--- src/hdl/oaht_pkg.sv ---
`timescale 1ns / 1ps
package oaht_pkg;

   localparam int KIND_W  = 2;
   localparam int DATA_W  = 64;
   localparam int COUNT_W = 14;

   localparam logic [KIND_W-1:0] KIND_READ    = 2'd0;
   localparam logic [KIND_W-1:0] KIND_WRITE   = 2'd1;
   localparam logic [KIND_W-1:0] KIND_COUNT   = 2'd2;
   localparam logic [KIND_W-1:0] KIND_NONZERO = 2'd3;

   localparam int STEP_COST = 6;
   localparam int BIG_TABLE = 50000;
   localparam int MAX_LOG   = 16;

   typedef struct packed {
      logic req_ready;
      logic load_req;
      logic probe_main;
      logic probe_re;
      logic probe_rd;
      logic probe_next;
      logic wr_main;
      logic wr_re;
      logic clr_one;
      logic clr_full;
      logic ins;
      logic sweep_rd;
      logic grow_start;
      logic reh_start;
      logic grow_done;
      logic cnt_start;
      logic cnt_acc;
      logic res_hit;
      logic res_full;
      logic res_cnt_n;
      logic res_cnt_nz;
      logic rsp_push;
   } ctrl_cmd_type;

   typedef struct packed {
      logic              req_valid;
      logic [KIND_W-1:0] req_kind;
      logic [KIND_W-1:0] kind;
      logic              hit;
      logic              empty;
      logic              exhausted;
      logic              room_ok;
      logic              can_grow;
      logic              sweep_last;
      logic              sweep_done;
      logic              occ;
      logic              rsp_free;
   } dp_status_type;

endpackage

--- src/hdl/oaht_ctrl.sv ---
`timescale 1ns / 1ps
module oaht_ctrl (
   input  logic                    clock,
   input  logic                    reset,
   input  oaht_pkg::dp_status_type status,
   output oaht_pkg::ctrl_cmd_type  cmd
);
   import oaht_pkg::*;

   localparam logic [3:0] S_CLR_ALL = 4'd0;
   localparam logic [3:0] S_IDLE    = 4'd1;
   localparam logic [3:0] S_PINIT   = 4'd2;
   localparam logic [3:0] S_PRD     = 4'd3;
   localparam logic [3:0] S_PEV     = 4'd4;
   localparam logic [3:0] S_GCLR    = 4'd5;
   localparam logic [3:0] S_RRD     = 4'd6;
   localparam logic [3:0] S_REV     = 4'd7;
   localparam logic [3:0] S_RPRD    = 4'd8;
   localparam logic [3:0] S_RPEV    = 4'd9;
   localparam logic [3:0] S_GDONE   = 4'd10;
   localparam logic [3:0] S_CRD     = 4'd11;
   localparam logic [3:0] S_CEV     = 4'd12;
   localparam logic [3:0] S_CFIN    = 4'd13;
   localparam logic [3:0] S_RESP    = 4'd14;

   logic [3:0] state_ff, state_in;

   always_comb begin
      cmd      = '0;
      state_in = state_ff;
      unique case (state_ff)
         S_CLR_ALL: begin
            cmd.clr_one  = 1'b1;
            cmd.clr_full = 1'b1;
            if (status.sweep_last) state_in = S_IDLE;
         end
         S_IDLE: begin
            cmd.req_ready = 1'b1;
            if (status.req_valid) begin
               cmd.load_req = 1'b1;
               unique case (status.req_kind) inside
                  KIND_READ, KIND_WRITE: state_in = S_PINIT;
                  KIND_COUNT: begin
                     cmd.res_cnt_n = 1'b1;
                     state_in = S_RESP;
                  end
                  default: begin
                     cmd.cnt_start = 1'b1;
                     state_in = S_CRD;
                  end
               endcase
            end
         end
         S_PINIT: begin
            cmd.probe_main = 1'b1;
            state_in = S_PRD;
         end
         S_PRD: begin
            cmd.probe_rd = 1'b1;
            state_in = S_PEV;
         end
         S_PEV: begin
            if (status.hit) begin
               cmd.res_hit = 1'b1;
               cmd.wr_main = (status.kind == KIND_WRITE);
               state_in = S_RESP;
            end else if (status.empty) begin
               if (status.room_ok) begin
                  cmd.wr_main = 1'b1;
                  cmd.ins     = 1'b1;
                  state_in = S_RESP;
               end else if (status.can_grow) begin
                  cmd.grow_start = 1'b1;
                  state_in = S_GCLR;
               end else begin
                  cmd.res_full = 1'b1;
                  state_in = S_RESP;
               end
            end else if (status.exhausted) begin
               cmd.res_full = 1'b1;
               state_in = S_RESP;
            end else begin
               cmd.probe_next = 1'b1;
               state_in = S_PRD;
            end
         end
         S_GCLR: begin
            cmd.clr_one = 1'b1;
            if (status.sweep_last) begin
               cmd.reh_start = 1'b1;
               state_in = S_RRD;
            end
         end
         S_RRD: begin
            cmd.sweep_rd = 1'b1;
            state_in = S_REV;
         end
         S_REV: begin
            if (status.occ) begin
               cmd.probe_re = 1'b1;
               state_in = S_RPRD;
            end else if (status.sweep_done) begin
               state_in = S_GDONE;
            end else begin
               state_in = S_RRD;
            end
         end
         S_RPRD: begin
            cmd.probe_rd = 1'b1;
            state_in = S_RPEV;
         end
         S_RPEV: begin
            if (status.empty) begin
               cmd.wr_re = 1'b1;
               state_in = status.sweep_done ? S_GDONE : S_RRD;
            end else if (status.hit || status.exhausted) begin
               cmd.res_full = 1'b1;
               state_in = S_RESP;
            end else begin
               cmd.probe_next = 1'b1;
               state_in = S_RPRD;
            end
         end
         S_GDONE: begin
            cmd.grow_done = 1'b1;
            state_in = S_PINIT;
         end
         S_CRD: begin
            cmd.sweep_rd = 1'b1;
            state_in = S_CEV;
         end
         S_CEV: begin
            cmd.cnt_acc = 1'b1;
            state_in = status.sweep_done ? S_CFIN : S_CRD;
         end
         S_CFIN: begin
            cmd.res_cnt_nz = 1'b1;
            state_in = S_RESP;
         end
         S_RESP: begin
            if (status.rsp_free) begin
               cmd.rsp_push = 1'b1;
               state_in = S_IDLE;
            end
         end
         default: state_in = S_IDLE;
      endcase
   end

   always_ff @(posedge clock) begin
      if (reset) begin
         state_ff <= S_CLR_ALL;
      end else begin
         state_ff <= state_in;
      end
   end
endmodule

--- config.mk ---
export PLATFORM = sky130hd
export DESIGN_NAME = oaht_ctrl
export DESIGN_NICKNAME = d
export VERILOG_FILES = /design/src/hdl/oaht_pkg.sv /design/src/hdl/oaht_ctrl.sv
export SDC_FILE = /design/constraint.sdc
export NUM_CORES = 1
export LEC_CHECK = 0
export BUFFER_PORTS_ARGS = -buffer_cell sky130_fd_sc_hd__buf_2
export CELL_PAD_IN_SITES_DETAIL_PLACEMENT = 1
export CELL_PAD_IN_SITES_GLOBAL_PLACEMENT = 2
export CORE_ASPECT_RATIO = 1.2
export CORE_MARGIN = 3
export CORE_UTILIZATION = 23
export CTS_CLUSTER_SIZE = 16
export DETAILED_ROUTE_END_ITERATION = 12
export PLACE_DENSITY_LB_ADDON = 0.3
export SETUP_SLACK_MARGIN = 0.5
export SYNTH_ARGS = -nofsm -noshare
export SYNTH_HDL_FRONTEND = slang
export SYNTH_SLANG_ARGS = --single-unit
--- constraint.sdc ---
create_clock -name clock -period 3.98 [get_ports clock]
set_clock_uncertainty 0.2 [all_clocks]
set_input_delay 1.194 -clock clock [delete_from_list [all_inputs] [get_ports clock]]
set_output_delay 1.194 -clock clock [all_outputs]
set_load 0.03 [all_outputs]
==> metrics.yaml, run 1 <==
clocking:
  cts_made_buffers: 3
  cts_setup_buffers: 0
  clkLatencyLatePin_ns: 0.23
  htreeDepth: 1
  cts.clk_slew.worst_paths_ns: 0.03
  clock_path_buffers: 2
  cts.sinks: 4
  cts-root-buf: "clkbuf_4"
  cts_tree: "done"
layout:
  mostFrequentLayoutCell: "buf_2"
  top_register: "state_ff"
  final_cell_mix: "35 x buf_2, 16 x a21oi_1, 13 x nor2_1"
  layout_top_registers: "state_ff: 4 flops"
  largest_register_ffs: 4
  syn_to_final_growth_pct: 36.4
  fin_nets: 173
  drive_gt1_frac: 0.342
  design_area_um2: 993
  antenna_cells: 0
  fillers: 402
setup_path:
  timing.rr.end: "state_ff[2]"
  crit_required_ns: 2.59
  endpoint_kind: "output port"
  r2r_cells: 6
  crit_path_start_kind: "input port"
  crit_start: "status[8]"
  path_class: "in2out"
  crit_fanout: 9
  rrSetupSlack_ns: 1.98
  reg2reg_from: "state_ff[3]"
  cp_data_arrival_time_ns: 2.07
sta:
  fmax_mhz: 289
  fin_tns_setup_ns: 0
  worstMarginPinSlew_ns: 0.426
  min_period_ns: 3.46
  drv_slew: 0
  rsz0062_at_grt: "true"
  relSlewSlack: 0.716
  setup-violations-final: 0
  finalHoldViolCount: 0
  finalCritPeriodShare: 0.870
  holdWs_ns: 0.544
logic_synthesis:
  synthCells: 119
  synth.top_cell.area_share: 0.110
  synth_top_cell_by_area: "a21oi_1"
  syn_avg_cell_area_um2: 6.12
  synth.area.top_cells: "a21oi_1 11%, dfxtp_1 11%, nor2_1 6.7%"
  netlist_area_um2: 728
  syn_nets: 135
  ys_seq_elements: 4
  synthFlopType: "dfxtp_1"
  synth_cell_types: 33
  seq_area_frac_synth: 0.110
  synth_edf_count: 0
  synthArstFlopShare: 0
  synth_warnings: 0
route:
  drt_iter0_drc: 37
  routed_via_density: 5.48
  routed_wl_mm: 2.90
  met3_length_um: 108
  highest_layer: "met3"
  drt-met1-wl_mm: 1.29
  ant_nets: 0
  wl_met2_mm: 1.51
  drtPass1Iterations: 4
  drc_errors: 0
  vias: 1035
  wl_per_cell_um: 15.4
global_route:
  grt_antenna_before_repair: 0
  grt_pass1_vias: 1033
  grt_pass1_wl_mm: 4.89
  grt_overflow: 0
  grt_start_max_net_pins: 25
  grt.total_usage: 0.159
floorplanning:
  dieArea_um2: 3880
  start_util: 0.250
  die_w_um: 57.4
  die_h_um: 67.6
  ioPinCount: 38
  core_um2: 2920
  row_count: 21
min_path:
  hold_start: "state_ff[0]"
  timing.hold.worst_path_depth: 2
  hold_path.class: "reg2reg"
  holdPathEnd: "state_ff[3]"
placed_design:
  gp_congestion: 0.765
  port_buffers: 37
  hpwl_mm: 2.36
  place_area_um2: 961
run_status:
  status: "finished, final reports clean"
flow_run:
  cap_violations: 0
power:
  p_per_area_nw_per_um2: 198
  power_uw: 196
  leakage_nw: 0.439
  max-vdd-ir-drop_mv: 0.136
-- synthesized netlist by cell type, types with 2 or more instances --
cell / number
a21boi_0: 3
a21oi_1: 16
a31oi_1: 2
a32oi_1: 2
and3_1: 5
buf_2: 5
clkbuf_1: 3
dfxtp_1: 4
inv_1: 6
nand2_1: 7
nand2b_1: 4
nand3_1: 7
nand3b_1: 2
nor2_1: 13
nor2b_1: 5
nor3_1: 9
nor4_1: 2
o21ai_0: 7
o32ai_1: 3
-- how the worst max path moves through the flow --
stage,end,cells after the start
5_1_grt,cmd[16],4
6_report,cmd[16],4
3_3_place_gp,cmd[16],4
4_1_cts,cmd[3],6
3_5_place_dp,cmd[16],4
2_1_floorplan,cmd[16],3
-- cell families after synthesis --
| logic type | share of synthesized area |
|---|---|
| AND/OR/NAND/NOR | 0.419 |
| AO/OA/AOI/OAI | 0.385 |
| buffers and inverters | 0.0859 |
| flip-flops | 0.110 |
-- routing by layer --
metal,vias to the layer above,global-route usage
met5,-,0
met3,0,0.0153
met2,26,0.280
met1,492,0.205
li1,517,-
met4,0,0.0435
-- per-stage QoR --
| stage | setup slack [ns] | utilization | std cells |
|---|---|---|---|
| finish | 0.516 | 0.341 | 189 |
| detailed placement | 0.391 | 0.329 | 186 |
| CTS | 0.503 | 0.340 | 189 |
| global route | 0.441 | 0.341 | 189 |
| global placement | 0.516 | 0.329 | 186 |
| floorplan | 0.391 | - | 119 |
-- final cells by class --
class	count	area (µm²)	share of cell area
tap	34	42.5	0.0428
sequential	4	80.1	0.0806
timing repair buffer	42	228	0.229
multi-input combinational	100	598	0.602
inverter	6	22.5	0.0227
clock buffer	3	22.5	0.0227
-- power breakdown --
| part | internal (mW) | switching (mW) |
|---|---|---|
| Clock | 0.0336 | 0.0145 |
| Sequential | 0.0425 | 0.00625 |
| Combinational | 0.0373 | 0.0623 |
| Total | 0.113 | 0.0830 |
-- critical path: stages --
cell and delay [ns]:
buf_2 0.16, nor3_2 0.29, a21boi_1 0.21, buf_2 0.22
-- timing repair --
action / CTS / global route
pin swaps: 0 / 0
setup endpoints to repair: 2 / 2
gates resized for setup: 3 / 1
hold buffers: 0 / 0
Note: power is estimated with default switching activity, not from simulation.
==> run 2, diff against run 1 <==
Settings changed: CORE_ASPECT_RATIO 1.2 to 0.6, CORE_MARGIN 3 to 10.
==> run 2 against run 1 <==
Against the previous run:
- clock-buffer cell count unchanged
- die area grew 52%
- routed wire length is 16% higher
- register-to-register slack got worse by 0.03 ns
- total power grew 20%
- clock power increased by 80%
- critical path type unchanged
==> metrics.yaml, run 2 (synthesis gave the netlist of run 1 again) <==
clocking:
  cts-root-buf: "clkbuf_8"
  htreeDepth: 1
  clkLatencyLatePin_ns: 0.22
  clock_path_buffers: 2
  cts.sinks: 4
  cts_setup_buffers: 0
  cts.clk_slew.worst_paths_ns: 0.03
  cts_made_buffers: 3
  cts_tree: "done"
power:
  p_per_area_nw_per_um2: 230
  clkPwrFrac: 0.368
  seqPwrFrac: 0.190
  leakage_nw: 0.443
  switching_share: 0.393
  max-vdd-ir-drop_mv: 0.167
  combPwrFrac: 0.441
  p_int_uw: 143
  switching_power_uw: 92.5
sta:
  fmax_mhz: 290
  fin_tns_setup_ns: 0
  rsz0062_at_grt: "true"
  finalHoldViolCount: 0
  min_period_ns: 3.44
  worstMarginPinSlew_ns: 0.582
  setup-violations-final: 0
  finalCritPeriodShare: 0.866
  setup_slack_ns: 0.535
  drv_slew: 0
  relSlewSlack: 0.611
placed_design:
  gp_congestion: 0.802
  hpwl_mm: 2.67
  place_worst_setup_slack_ns: 0.456
  port_buffers: 37
route:
  ant_nets: 0
  wl_per_cell_um: 17.1
  drtPass1Iterations: 4
  drc_errors: 0
  routed_wl_mm: 3.36
  routed_via_density: 5.34
  vias: 1046
  drt_iter0_drc: 108
layout:
  drive_gt1_frac: 0.344
  mostFrequentLayoutCell: "buf_2"
  fin_nets: 172
  top_register: "state_ff"
  final_cell_mix: "34 x buf_2, 16 x a21oi_1, 13 x nor2_1"
  antenna_cells: 0
  largest_register_ffs: 4
  layout_top_registers: "state_ff: 4 flops"
  syn_to_final_growth_pct: 40.4
floorplanning:
  row_count: 15
  dieArea_um2: 5890
  core_um2: 2950
  die_h_um: 63.6
  start_util: 0.247
  ioPinCount: 38
  die_w_um: 92.6
setup_path:
  crit_path_start_kind: "input port"
  endpoint_kind: "output port"
  crit_fanout: 7
  crit_required_ns: 2.59
  path_class: "in2out"
  cp_data_arrival_time_ns: 2.05
flow_run:
  cap_violations: 0
global_route:
  grt_pass1_wl_mm: 5.42
  grt_antenna_before_repair: 0
  grt.total_usage: 0.111
  grt_start_max_net_pins: 22
  grt_overflow: 0
  grt_pass1_vias: 1050
run_status:
  status: "finished, final reports clean"
min_path:
  hold_path.class: "reg2reg"
run 2: changes by cell type in the layout (fill, tap and decap cells not counted), sizes merged:
cell,delta
buf,-1
run 2: routing by layer:
layer | up-vias | GRT usage | share of wire
met5 | - | 0 | 0
met4 | 0 | 0.0441 | 0.012
met3 | 5 | 0.0236 | 0.073
met2 | 32 | 0.163 | 0.43
met1 | 496 | 0.152 | 0.49
li1 | 513 | - | -
run 2: worst paths after layout:
kind / from / to / slack [ns] / cells past startpoint
max reg2reg: state_ff[3] / state_ff[3] / 1.95 / 5
min reg2reg: state_ff[2] / state_ff[0] / 0.46 / 2
min: state_ff[2] / state_ff[0] / 0.46 / 2
max: status[7] / cmd[3] / 0.54 / 6
run 2: per-stage QoR:
stage               area (µm²)  utilization  hold WS [ns]  cells  power [mW]
floorplan                  736            -         0.504    119       0.113
global placement           963        0.327         0.455    193       0.147
detailed placement         963        0.327         0.450    193       0.148
CTS                       1010        0.344         0.454    196       0.236
global route              1020        0.347         0.515    196       0.249
finish                    1020        0.347         0.457    196       0.236
run 2: worst max-delay path, cell delays in order:
cell     delay, ns
buf_4         0.13
inv_2         0.07
nor3_2        0.20
a21oi_1       0.07
o32ai_2       0.19
buf_4         0.20
run 2: area by class of cell:
class / count / area (µm²)
fill: 403 / 1920
multi-input combinational: 100 / 603
sequential: 4 / 80.1
timing repair buffer: 41 / 223
inverter: 6 / 22.5
tap: 42 / 52.6
clock buffer: 3 / 41.3
run 2: power by group through the flow:
stage	logic [mW]	registers, mW	clock network, mW
6_report	0.104	0.0448	0.0868
2_1_floorplan	0.0684	0.0443	0
5_1_grt	0.115	0.0450	0.0889
3_5_place_dp	0.102	0.0453	0
3_3_place_gp	0.102	0.0452	0
4_1_cts	0.103	0.0448	0.0881
run 2: what timing repair did:
item	4_1_cts	5_1_grt
hold buffers	0	0
resized for setup	3	4
endpoints found under the hold margin	0	0
endpoints found under the setup margin	2	2
